## config.mk

```make
export PLATFORM = sky130hd
export DESIGN_NAME = escape_run_frame_encoder
export DESIGN_NICKNAME = d
export VERILOG_FILES = /design/src/rtl/erfe_pkg.sv /design/src/rtl/erfe_run_ctr.sv /design/src/rtl/erfe_seq.sv /design/src/rtl/escape_run_frame_encoder.sv
export SDC_FILE = /design/constraint.sdc
export NUM_CORES = 1
export LEC_CHECK = 0
export ABC_CLOCK_PERIOD_IN_PS = 5900
export BUFFER_PORTS_ARGS = -buffer_cell sky130_fd_sc_hd__buf_2
export CORE_MARGIN = 1
export CORE_UTILIZATION = 55
export DETAILED_ROUTE_END_ITERATION = 16
export GPL_ROUTABILITY_DRIVEN = 0
export PLACE_DENSITY = 0.77
export SLEW_MARGIN = 10
export SYNTH_ARGS = -nofsm -noshare
export SYNTH_HDL_FRONTEND = slang
export SYNTH_SLANG_ARGS = --single-unit
```

## constraint.sdc

```tcl
create_clock -name clk_i -period 5.9 [get_ports clk_i]
set_input_delay 0.295 -clock clk_i [delete_from_list [all_inputs] [get_ports clk_i]]
set_output_delay 0.295 -clock clk_i [all_outputs]
set_load 0.05 [all_outputs]
```

## src/rtl/erfe_pkg.sv

```systemverilog
// ----------------------------------------------------------------------------
// erfe_pkg
// shared types and constants of the escape-run frame encoder
// ----------------------------------------------------------------------------
package erfe_pkg;

  // longest escape run that is counted, the counter saturates here
  localparam int unsigned MAX_ESCAPE_RUN = 61;

  localparam logic [7:0] ESC_BYTE     = 8'hF0;
  localparam logic [7:0] STANDIN_BYTE = 8'hF1;
  localparam logic [7:0] DELIM_BYTE   = 8'hF2;

  typedef struct packed {
    logic [7:0] data_byte;
    logic       last_byte;
  } in_item_t;

  typedef struct packed {
    logic [7:0] out_byte;
    logic       last_of_run;
  } out_item_t;

  // operation on the shared run counter
  typedef enum logic [1:0] {
    CTR_HOLD,
    CTR_INC,
    CTR_DEC,
    CTR_CLR
  } ctr_op_e;

  // one byte offered by the sequencer to the output register
  typedef struct packed {
    logic       valid;
    logic [7:0] data;
    logic       last;
  } emit_t;

  typedef enum logic [2:0] {
    ST_IDLE,
    ST_RUN,
    ST_ESC,
    ST_STANDIN,
    ST_BYTE,
    ST_DELIM
  } state_e;

endpackage

```

## src/rtl/erfe_run_ctr.sv

```systemverilog
// ----------------------------------------------------------------------------
// erfe_run_ctr
// escape run counter with saturating increment, decrement and clear
// ----------------------------------------------------------------------------
module erfe_run_ctr
  import erfe_pkg::*;
#(
  parameter int unsigned MaxEscapeRun = MAX_ESCAPE_RUN,
  parameter int unsigned RunW         = $clog2(MaxEscapeRun + 1)
) (
  input  logic    clk_i,
  input  logic    rst_ni,
  input  ctr_op_e op_i,
  output logic    run_zero_o,
  output logic    run_one_o
);

  logic [RunW-1:0] run_q, run_d;

  always_comb begin
    run_d = run_q;
    unique case (op_i)
      CTR_HOLD: run_d = run_q;
      CTR_INC: begin
        if (run_q < RunW'(MaxEscapeRun)) run_d = run_q + RunW'(1);
      end
      CTR_DEC: run_d = run_q - RunW'(1);
      CTR_CLR: run_d = '0;
      default: run_d = run_q;
    endcase
  end

  always_ff @(posedge clk_i or negedge rst_ni) begin
    if (!rst_ni) begin
      run_q <= '0;
    end else begin
      run_q <= run_d;
    end
  end

  assign run_zero_o = (run_q == '0);
  assign run_one_o  = (run_q == RunW'(1));

endmodule

```

## src/rtl/erfe_seq.sv

```systemverilog
// ----------------------------------------------------------------------------
// erfe_seq
// sequencer that expands one input byte into its encoded output bytes
// ----------------------------------------------------------------------------
module erfe_seq
  import erfe_pkg::*;
(
  input  logic     clk_i,
  input  logic     rst_ni,
  input  logic     start_i,
  input  in_item_t item_i,
  input  logic     run_zero_i,
  input  logic     run_one_i,
  input  logic     load_ok_i,
  output logic     idle_o,
  output emit_t    emit_o,
  output ctr_op_e  ctr_op_o
);

  state_e     state_q, state_d;
  logic [7:0] data_q;
  logic       last_q;

  always_ff @(posedge clk_i or negedge rst_ni) begin
    if (!rst_ni) begin
      state_q <= ST_IDLE;
    end else begin
      state_q <= state_d;
    end
  end

  always_ff @(posedge clk_i) begin
    if (start_i) begin
      data_q <= item_i.data_byte;
      last_q <= item_i.last_byte;
    end
  end

  // next state
  always_comb begin
    state_d = state_q;
    unique case (state_q)
      ST_IDLE: begin
        if (start_i) begin
          if (item_i.data_byte == DELIM_BYTE || item_i.data_byte == STANDIN_BYTE) begin
            if (!run_zero_i) state_d = ST_RUN;
            else if (item_i.data_byte == DELIM_BYTE) state_d = ST_ESC;
            else state_d = ST_STANDIN;
          end else begin
            state_d = ST_BYTE;
          end
        end
      end
      ST_RUN: begin
        if (load_ok_i && run_one_i) begin
          state_d = (data_q == DELIM_BYTE) ? ST_ESC : ST_STANDIN;
        end
      end
      ST_ESC: begin
        if (load_ok_i) state_d = ST_STANDIN;
      end
      ST_STANDIN, ST_BYTE: begin
        if (load_ok_i) state_d = last_q ? ST_DELIM : ST_IDLE;
      end
      ST_DELIM: begin
        if (load_ok_i) state_d = ST_IDLE;
      end
      default: state_d = ST_IDLE;
    endcase
  end

  // outputs
  always_comb begin
    emit_o   = '{valid: 1'b0, data: '0, last: 1'b0};
    ctr_op_o = CTR_HOLD;
    idle_o   = 1'b0;
    unique case (state_q)
      ST_IDLE: idle_o = 1'b1;
      ST_RUN: begin
        emit_o = '{valid: 1'b1, data: ESC_BYTE, last: 1'b0};
        if (load_ok_i) ctr_op_o = CTR_DEC;
      end
      ST_ESC: emit_o = '{valid: 1'b1, data: ESC_BYTE, last: 1'b0};
      ST_STANDIN: emit_o = '{valid: 1'b1, data: STANDIN_BYTE, last: !last_q};
      ST_BYTE: begin
        emit_o = '{valid: 1'b1, data: data_q, last: !last_q};
        if (load_ok_i) ctr_op_o = (data_q == ESC_BYTE) ? CTR_INC : CTR_CLR;
      end
      ST_DELIM: begin
        emit_o = '{valid: 1'b1, data: DELIM_BYTE, last: 1'b1};
        if (load_ok_i) ctr_op_o = CTR_CLR;
      end
      default: idle_o = 1'b0;
    endcase
  end

endmodule

```

## src/rtl/escape_run_frame_encoder.sv

```systemverilog
// ----------------------------------------------------------------------------
// escape_run_frame_encoder
// escape-run frame encoder, one message byte in, one to 64 frame bytes out
// ----------------------------------------------------------------------------
// usage
// - input channel in_valid_i / in_ready_o carries one message byte and its
//   last-byte flag per transaction; in_ready_o is high only while no byte is
//   being expanded
// - output channel out_valid_o / out_ready_i carries one frame byte per
//   transaction; last_of_run marks the final byte caused by an input byte
// - the input transaction loads the sequencer state register, and the
//   output register then registers the first output byte; the sequencer
//   emits one byte per cycle into the output register while that
//   register can take a byte
// - a stand-in or delimiter byte replays the stored escape run by counting
//   the run counter down, one escape byte per cycle unless stalled
// - when the receiver stalls, the output register holds its byte and the
//   sequencer waits; nothing is dropped
// - reset clears the run counter, the sequencer and the output valid
// ----------------------------------------------------------------------------
module escape_run_frame_encoder
  import erfe_pkg::*;
#(
  parameter int unsigned MaxEscapeRun = MAX_ESCAPE_RUN
) (
  input  logic      clk_i,
  input  logic      rst_ni,
  input  logic      in_valid_i,
  output logic      in_ready_o,
  input  in_item_t  in_item_i,
  output logic      out_valid_o,
  input  logic      out_ready_i,
  output out_item_t out_item_o
);

  logic      start;
  logic      load_ok;
  logic      run_zero, run_one;
  emit_t     emit;
  ctr_op_e   ctr_op;
  logic      out_valid_q, out_valid_d;
  out_item_t out_q;

  // output register can take a byte when empty or being drained
  assign load_ok = !out_valid_q || out_ready_i;
  assign start   = in_valid_i && in_ready_o;

  erfe_seq u_seq (
    .clk_i      (clk_i),
    .rst_ni     (rst_ni),
    .start_i    (start),
    .item_i     (in_item_i),
    .run_zero_i (run_zero),
    .run_one_i  (run_one),
    .load_ok_i  (load_ok),
    .idle_o     (in_ready_o),
    .emit_o     (emit),
    .ctr_op_o   (ctr_op)
  );

  // shared counter: counts escapes up, replays them by counting down
  erfe_run_ctr #(
    .MaxEscapeRun (MaxEscapeRun)
  ) u_run_ctr (
    .clk_i      (clk_i),
    .rst_ni     (rst_ni),
    .op_i       (ctr_op),
    .run_zero_o (run_zero),
    .run_one_o  (run_one)
  );

  // output register valid
  always_comb begin
    out_valid_d = out_valid_q;
    if (load_ok) out_valid_d = emit.valid;
  end

  always_ff @(posedge clk_i or negedge rst_ni) begin
    if (!rst_ni) begin
      out_valid_q <= 1'b0;
    end else begin
      out_valid_q <= out_valid_d;
    end
  end

  // output payload, no reset needed
  always_ff @(posedge clk_i) begin
    if (load_ok && emit.valid) begin
      out_q.out_byte    <= emit.data;
      out_q.last_of_run <= emit.last;
    end
  end

  assign out_valid_o = out_valid_q;
  assign out_item_o  = out_q;

endmodule
```

Word level (Yosys, flattened, before mapping)

Cells that the tools add are included.

Bits in registers: 28
Input port bits: 13

Reductions and logical operators: 14
Add/sub/neg operators: 2
Equality and inequality tests: 19
Muxes and demuxes: 20
Magnitude comparators: 1
Bitwise logic cells: 1

Operator list:

| cell                  | number |
|---|---|
| $pmux W10 S4          | 1 |
| $eq A8 B8 Y1 const B  | 4 |
| $mux W3               | 8 |
| $pmux W6 S3           | 1 |
| $pmux W3 S5           | 1 |
| $mux W2               | 4 |
| $ne A2 B2 Y1 const B  | 4 |
| $add A6 B1 Y6 const B | 1 |
| $eq A3 B2 Y1 const B  | 2 |
| $eq A3 B3 Y1 const B  | 2 |
| $eq A6 B1 Y1 const B  | 1 |
| $logic_not A6 Y1      | 1 |
| $lt A6 B6 Y1 const B  | 1 |
| $mux W6               | 1 |
| $pmux W2 S3           | 1 |
| $sub A6 B1 Y6 const B | 1 |
| $reduce_and A5 Y1     | 1 |
| $eq A2 B2 Y1 const B  | 2 |
| $ne A2 B1 Y1 const B  | 2 |
| $reduce_or A2 Y1      | 2 |
| $eq A3 B1 Y1 const B  | 1 |
| $logic_and A1 B1 Y1   | 3 |
| $logic_not A3 Y1      | 1 |
| $mux W1               | 3 |
| 6 further kinds       | 8 |

Longest topological paths before layout

Gate-level depths: netlist of the first run.

Depth after elaboration: 7
Depth in mapped cells: 8
Gate-level depth less buffers: 7

Cells and area by module

Synthesis of the first run repeated with hierarchy kept, for this count alone.

Cell total of the unflattened synthesis: 159
Area total of the unflattened synthesis: 1,655.3 sq um

Modules (own cells, without submodules):

| module                   | sequential area each (sq um) | cells each | instances | area an instance (sq um) |
|---|---|---|---|---|
| erfe_seq                 | 345.3                        | 82         | 1         | 778.2 |
| erfe_run_ctr             | 150.1                        | 63         | 1         | 546.8 |
| escape_run_frame_encoder | 295.3                        | 14         | 1         | 330.3 |

Least setup slack after synthesis of the first run

No wires, ideal clock.

Path kind: register to register
Start point: register u_seq.state_q[2]
End point: register out_q (netlist bit out_item_o[0]), enable pin
Cell stages (with the launch flop): 5
Clock period less this slack: 2,019 ps
Buffers on the path: 1
Slack: 3,881 ps
Required time: 5,513 ps
Arrival time: 1,632 ps
Setup time: 387 ps
Path through: dfrtp_1 buf_2 or3_1 inv_1 nor3_1

Longest elaborated chain between the ends: 4

Ends and longest elaborated chain:

| item                                         | line                           | source |
|---|---|---|
| start: declaration                           | erfe_seq.sv:20                 | `state_e state_q, state_d;` |
| start signal: assignment                     | erfe_seq.sv:28                 | `state_q <= state_d;` |
| $eq A3 B1 Y1 or $eq A3 B2 Y1 (tied branches) | erfe_seq.sv:77                 | `unique case (state_q)` |
| $reduce_or A2 Y1 (no line)                   | --                             |  |
| $pmux W10 S4 *                               | erfe_seq.sv:77                 |  |
| $logic_and A1 B1 Y1 *                        | escape_run_frame_encoder.sv:88 | `if (load_ok && emit.valid) begin` |
| end: declaration                             | escape_run_frame_encoder.sv:42 | `out_item_t out_q;` |

Mark *: on every way between the ends. The rest lies on a longest branch, timed or not.
A chain may end at the register's enable or synchronous reset.

Worst setup path in the final report of the first run

Start point: register u_seq.state_q[0]
End point: register out_q (netlist bit out_item_o[8]), enable pin

The elaborated chain is that of the path after synthesis.

==> impl_metrics.ini, run 1 <==
[synthesis]
synthSimpleGateAreaFrac = 0.202
ys_types = 44
syn_inst = 157
ys_warn_count = 0
synth_mux_area_frac = 0
synth-seq-cells = 28
synth_compound_area_frac = 0.216
seq_area_frac_synth = 0.492
syn_nets = 173
ys.flop_type = edfxtp_1
synth_xor_area_frac = 0.00545
syn_area_per_cell_um2 = 10.2
synth_top_family_by_area = compound AO/OA/AOI/OAI gates
synthArstFlopShare = 0.357
syn-cell-area_mm2 = 0.00161
synth-edff-count = 18
synthAdderAreaFrac = 0.0233

[finish]
seq_area_um2 = 791
drive_gt1_frac = 0.172
multi_input_area_um2 = 718
fin_area_mm2 = 0.00175
area_growth_pct = 8.95
n_antenna_cell = 0
layout.nets = 191
nFillCells = 227

[global_routing]
grt_pass1_vias = 1223
antenna_found_initial = 0
grt_usage = 0.225
grt_max_degree = 23
grt_overflow = 0
grt_pass1_wl_um = 5550

[drt]
vias = 1305
drc_errors = 0
drt_iter0_markers = 57
wl_per_cell_um = 15.6
final_antenna_net_count = 0
firstDrtPassIters = 4
drt_wl_total_um = 3200
vias_per_cell = 6.37

[timing]
worst_clock_skew_ns = 0.0105
setup_viol = 0
fin_setup_tns_ns = 0
finalHoldViolCount = 0
period_needed_ns = 2.35
slew_headroom = 0.250
timing.fmax_mhz = 426
fin_crit_sh = 0.398
worstMarginPinSlew_ns = 1.12
rsz0062_at_grt = false
slew_violations = 0

[status]
outcome = finished, final reports clean

[power]
clkPwrFrac = 0.128
p_sw_mw = 0.482
switching_share = 0.478
p_per_area_mw_per_mm2 = 575
comb_power_share = 0.477
intPower_mw = 0.526
p_seq_frac = 0.395
vdd_drop_max_uv = 536
p_leak_nw = 0.671

[clocking]
cts_tree = done
path_clk_slew_ns = 0.16
cts-resized-gates = 0
h-tree-depth = 1
clockBufferDepth = 2
clock_latency_ns = 0.34
numCtsBuffers = 3
clock_tree.root_cell = clkbuf_4
clkSinkCount = 28
post_cts_buffers = 0

[worst_setup_path]
cp.buffers_inverters = 1
cp.arrival_ns = 2.32
worstPathRequired_ns = 5.88
path_cells = or3_1, inv_1, nor3_1
r2r_start = u_seq.state_q[0]
path_max_fanout = 22
slowest_stage = nor3_1
startpoint_type = register
end_kind = register
path_class = reg -> reg
cp-startpoint = u_seq.state_q[0]
slowest_delay_ns = 0.91
critPathTopFamily = simple AND/OR/NAND/NOR gates

[placement]
placed_area_mm2 = 0.00169
io_buffers = 23
dp_hpwl_um = 2390

[die]
io_pins = 24
die_height_um = 56.1
core_mm2 = 0.00276
rows = 19
fp.dieArea_mm2 = 0.00314
die_x_um = 56.1
initial_utilization = 0.583

[worst_hold_path]
hold_start = in_item_i[0]
hp-class = in -> reg

[job]
maxCapViolations = 0
==> flip-flops by register name, indices dropped and copies added, names as in the netlist <==
name,flops
u_seq.data_q,8
out_valid_o,1
u_seq.state_q,3
u_seq.last_q,1
u_run_ctr.run_q,6
out_item_o,9
==> cells by family (layout without fill, tap and decap cells) <==
family | after synthesis | in the layout
adders and majority gates | 3 | 3
AOI/OAI and AO/OA | 48 | 48
xor gates and xnor gates | 1 | 1
and+or+nand+nor | 59 | 59
DFF | 28 | 28
buffers and inverters | 18 | 35
==> layout make-up <==
class                      instances  share of cell area
multi-input combinational        111               0.410
timing repair buffer              24              0.0714
sequential                        28               0.451
inverter                           7              0.0150
clock buffer                       3              0.0129
tap                               31              0.0221
clock inverter                     1              0.0171
==> worst paths after layout <==
kind / end / slack, ns / cells after the start
worst max-delay path: out_item_o[8] / 3.55 / 3
worst min-delay path: u_seq.last_q / 0.12 / 1
worst max register to register: out_item_o[8] / 3.55 / 3
worst min register to register: out_valid_o / 0.63 / 2
max in group asynchronous: out_valid_o / 5.37 / 2
min in group asynchronous: u_seq.state_q[1] / 0.32 / 2
==> per-layer routing <==
layer	GRT usage	up-vias	wire, um
met5	0	-	0
met4	0.0801	0	48
met3	0.0233	6	159
met2	0.345	45	1510
met1	0.332	624	1480
li1	-	630	-
==> worst register-to-register path, cell delays in order, from the launching register on <==
cell     delay (ns)
dfrtp_1        0.76
or3_1          0.21
inv_1          0.10
nor3_1         0.91
==> layout by cell type (no fill, tap or decap), types with 3 or more instances in the layout <==
cell,Yosys,layout
a21oi_1,9,9
a22o_1,3,3
buf_2,4,23
clkbuf_4,0,3
dfrtp_1,10,10
edfxtp_1,18,18
ha_1,3,3
inv_1,7,7
nand2_1,8,8
nand2b_1,4,4
nand3_1,3,3
nand4_1,3,3
nor2_1,12,12
nor2b_1,9,9
nor3_1,7,7
nor4_1,4,4
o21ai_0,9,9
o22a_1,4,4
o22ai_1,5,5
==> repair_timing <==
| item | in CTS | in global routing |
|---|---|---|
| hold buffers | 1 | 0 |
| setup endpoints to repair | 0 | 0 |
| hold endpoints to repair | 10 | 0 |
==> per-stage QoR <==
step | cells | util | setup slack [ns] | power (mW) | hold slack [ns]
floorplan | 157 | - | 3.88 | 0.795 | -0.000591
global placement | 200 | 0.613 | 3.73 | 0.858 | 0.175
detailed placement | 200 | 0.613 | 3.56 | 0.879 | 0.173
CTS | 205 | 0.635 | 3.54 | 1.01 | 0.114
global route | 205 | 0.635 | 3.38 | 1.07 | 0.102
finish | 205 | 0.635 | 3.55 | 1.01 | 0.124
==> synth_stat cells (4+ instances only) <==
master	n	area share
nor3_1	7	0.022
o22a_1	4	0.022
nand2_1	8	0.019
buf_2	4	0.012
o22ai_1	5	0.019
inv_1	7	0.016
o21ai_0	9	0.028
a21oi_1	9	0.028
nor2_1	12	0.028
nand2b_1	4	0.016
dfrtp_1	10	0.16
nor4_1	4	0.016
nor2b_1	9	0.035
edfxtp_1	18	0.34
==> power by group through the flow <==
stage          Combinational (mW)  Clock, mW  Sequential [mW]
6_report                    0.481      0.129            0.398
5_1_grt                     0.524      0.138            0.411
4_1_cts                     0.480      0.131            0.396
3_5_place_dp                0.478          0            0.401
3_3_place_gp                0.463          0            0.395
2_1_floorplan               0.335          0            0.460
Power figures use the tool's default switching activity.
==> inputs of run 2 (changes only) <==
ABC_CLOCK_PERIOD_IN_PS = 2400   (was 5900)
clock period = 2.4 ns   (was 5.9 ns; I/O delays follow)
==> run 2 against run 1 <==
Against the previous run:
- maximum frequency is 11% higher
- hold slack gained 0.0099 ns
- count of clock-buffer cells in the layout is the same
- global-route usage is 0.071 points higher
- combinational power rose to 2.8 times the previous value
==> impl_metrics.ini, run 2 (synthesis results as in run 1) <==
[die]
initial_utilization = 0.583
die_x_um = 56.1
rows = 19
core_mm2 = 0.00276
fp.dieArea_mm2 = 0.00314
die_height_um = 56.1
io_pins = 24

[clocking]
clock_tree.root_cell = clkbuf_4
numCtsBuffers = 3
postCtsHoldBufs = 10
cts-resized-gates = 0
post_cts_buffers = 0
clockBufferDepth = 2
clock_latency_ns = 0.34
cts_tree = done
clkSinkCount = 28
path_clk_slew_ns = 0.16
h-tree-depth = 1

[timing]
finalHoldViolCount = 0
worst_clock_skew_ns = 0.00620
fin_crit_sh = 0.883
slew_headroom = 0.299
worstMarginPinSlew_ns = 1.04
timing.fmax_mhz = 472
finalWorstSetupSlack_ns = 0.281
setup_viol = 0
fin_setup_tns_ns = 0
rsz0062_at_grt = false
period_needed_ns = 2.12
slew_violations = 0

[drt]
wl_per_cell_um = 15.4
vias = 1375
final_antenna_net_count = 0
vias_per_cell = 6.28
drt_wl_total_um = 3360
firstDrtPassIters = 4
drc_errors = 0
drt_iter0_markers = 60

[status]
outcome = finished, final reports clean

[worst_setup_path]
rr_endpoint = u_run_ctr.run_q[3]
end_kind = register
cp.arrival_ns = 2.38
worstPathRequired_ns = 2.66
r2r_setup_slack_ns = 0.28
path_class = reg -> reg
rr_worst_depth = 7
startpoint_type = register
path_max_fanout = 6
r2r_start = u_run_ctr.run_q[0]

[placement]
pre_cts_ws_ns = 0.325
io_buffers = 23
dp_hpwl_um = 2400

[global_routing]
grt_pass1_wl_um = 5530
grt_max_degree = 22
antenna_found_initial = 0
grt_usage = 0.225
grt_overflow = 0
grt_pass1_vias = 1233

[worst_hold_path]
hold_start = out_ready_i
whs_endpoint = out_valid_o
hp-class = in -> reg
hold_depth = 3

[finish]
final_common_cell = buf_2
layout.nets = 205
final_cell_mix = buf_2 (23), edfxtp_1 (18), nor2_1 (12)
n_antenna_cell = 0
area_growth_pct = 16.9
drive_gt1_frac = 0.186
largest_reg_flops = 9
final_util = 0.681

[job]
maxCapViolations = 0

[power]
vdd_drop_max_uv = 1540
p_leak_nw = 0.733
p_per_area_mw_per_mm2 = 1360
==> run 2: layer usage <==
metal / global-route usage / share of wire / vias up
li1: - / - / 664
met1: 0.329 / 0.44 / 630
met2: 0.345 / 0.45 / 71
met3: 0.0209 / 0.081 / 10
met4: 0.0941 / 0.021 / 0
met5: 0 / 0 / -
==> run 2: layout make-up <==
| type | instances | area [um^2] |
|---|---|---|
| clock inverters | 1 | 30.0 |
| multi-input cells | 111 | 718 |
| clock buffers | 3 | 22.5 |
| flip-flops and latches | 28 | 791 |
| well taps | 31 | 38.8 |
| inverters | 7 | 26.3 |
| fillers | 208 | 878 |
| repair buffers | 38 | 253 |
==> run 2: worst max-delay path, stage by stage (launching register included) <==
cell,delay (ns)
dfrtp_1,0.45
inv_1,0.15
ha_1,0.25
and3b_4,0.25
a311oi_4,0.39
nand4_1,0.16
nor2b_1,0.16
o22a_1,0.22
==> run 2: how the worst max path moves through the flow <==
stage | start | to | slack, ns | cells past startpoint
floorplan | u_seq.state_q[2] | out_item_o[0] | 0.38 | 4
global placement | u_run_ctr.run_q[0] | u_run_ctr.run_q[3] | 0.40 | 7
detailed placement | u_run_ctr.run_q[0] | u_run_ctr.run_q[3] | 0.33 | 7
CTS | u_run_ctr.run_q[0] | u_run_ctr.run_q[3] | 0.30 | 7
global route | u_run_ctr.run_q[0] | u_run_ctr.run_q[3] | 0.16 | 7
finish | u_run_ctr.run_q[0] | u_run_ctr.run_q[3] | 0.28 | 7
==> run 2: metrics by stage <==
| step | hold slack, ns | instances | total power [mW] | instance area [um^2] |
|---|---|---|---|---|
| after global placement | -0.00546 | 205 | 2.17 | 1730 |
| after global routing | 0.173 | 219 | 2.70 | 1880 |
| after CTS | 0.144 | 219 | 2.54 | 1880 |
| after detailed placement | -0.00239 | 205 | 2.22 | 1730 |
| after floorplan | -0.176 | 157 | 1.96 | 1610 |
| final | 0.134 | 219 | 2.55 | 1880 |
==> run 2: report_power, final <==
part	total [mW]	switching, mW	internal (mW)
registers	0.886	0.139	0.748
clock network	0.318	0.149	0.169
logic	1.35	0.912	0.436
total	2.55	1.20	1.35
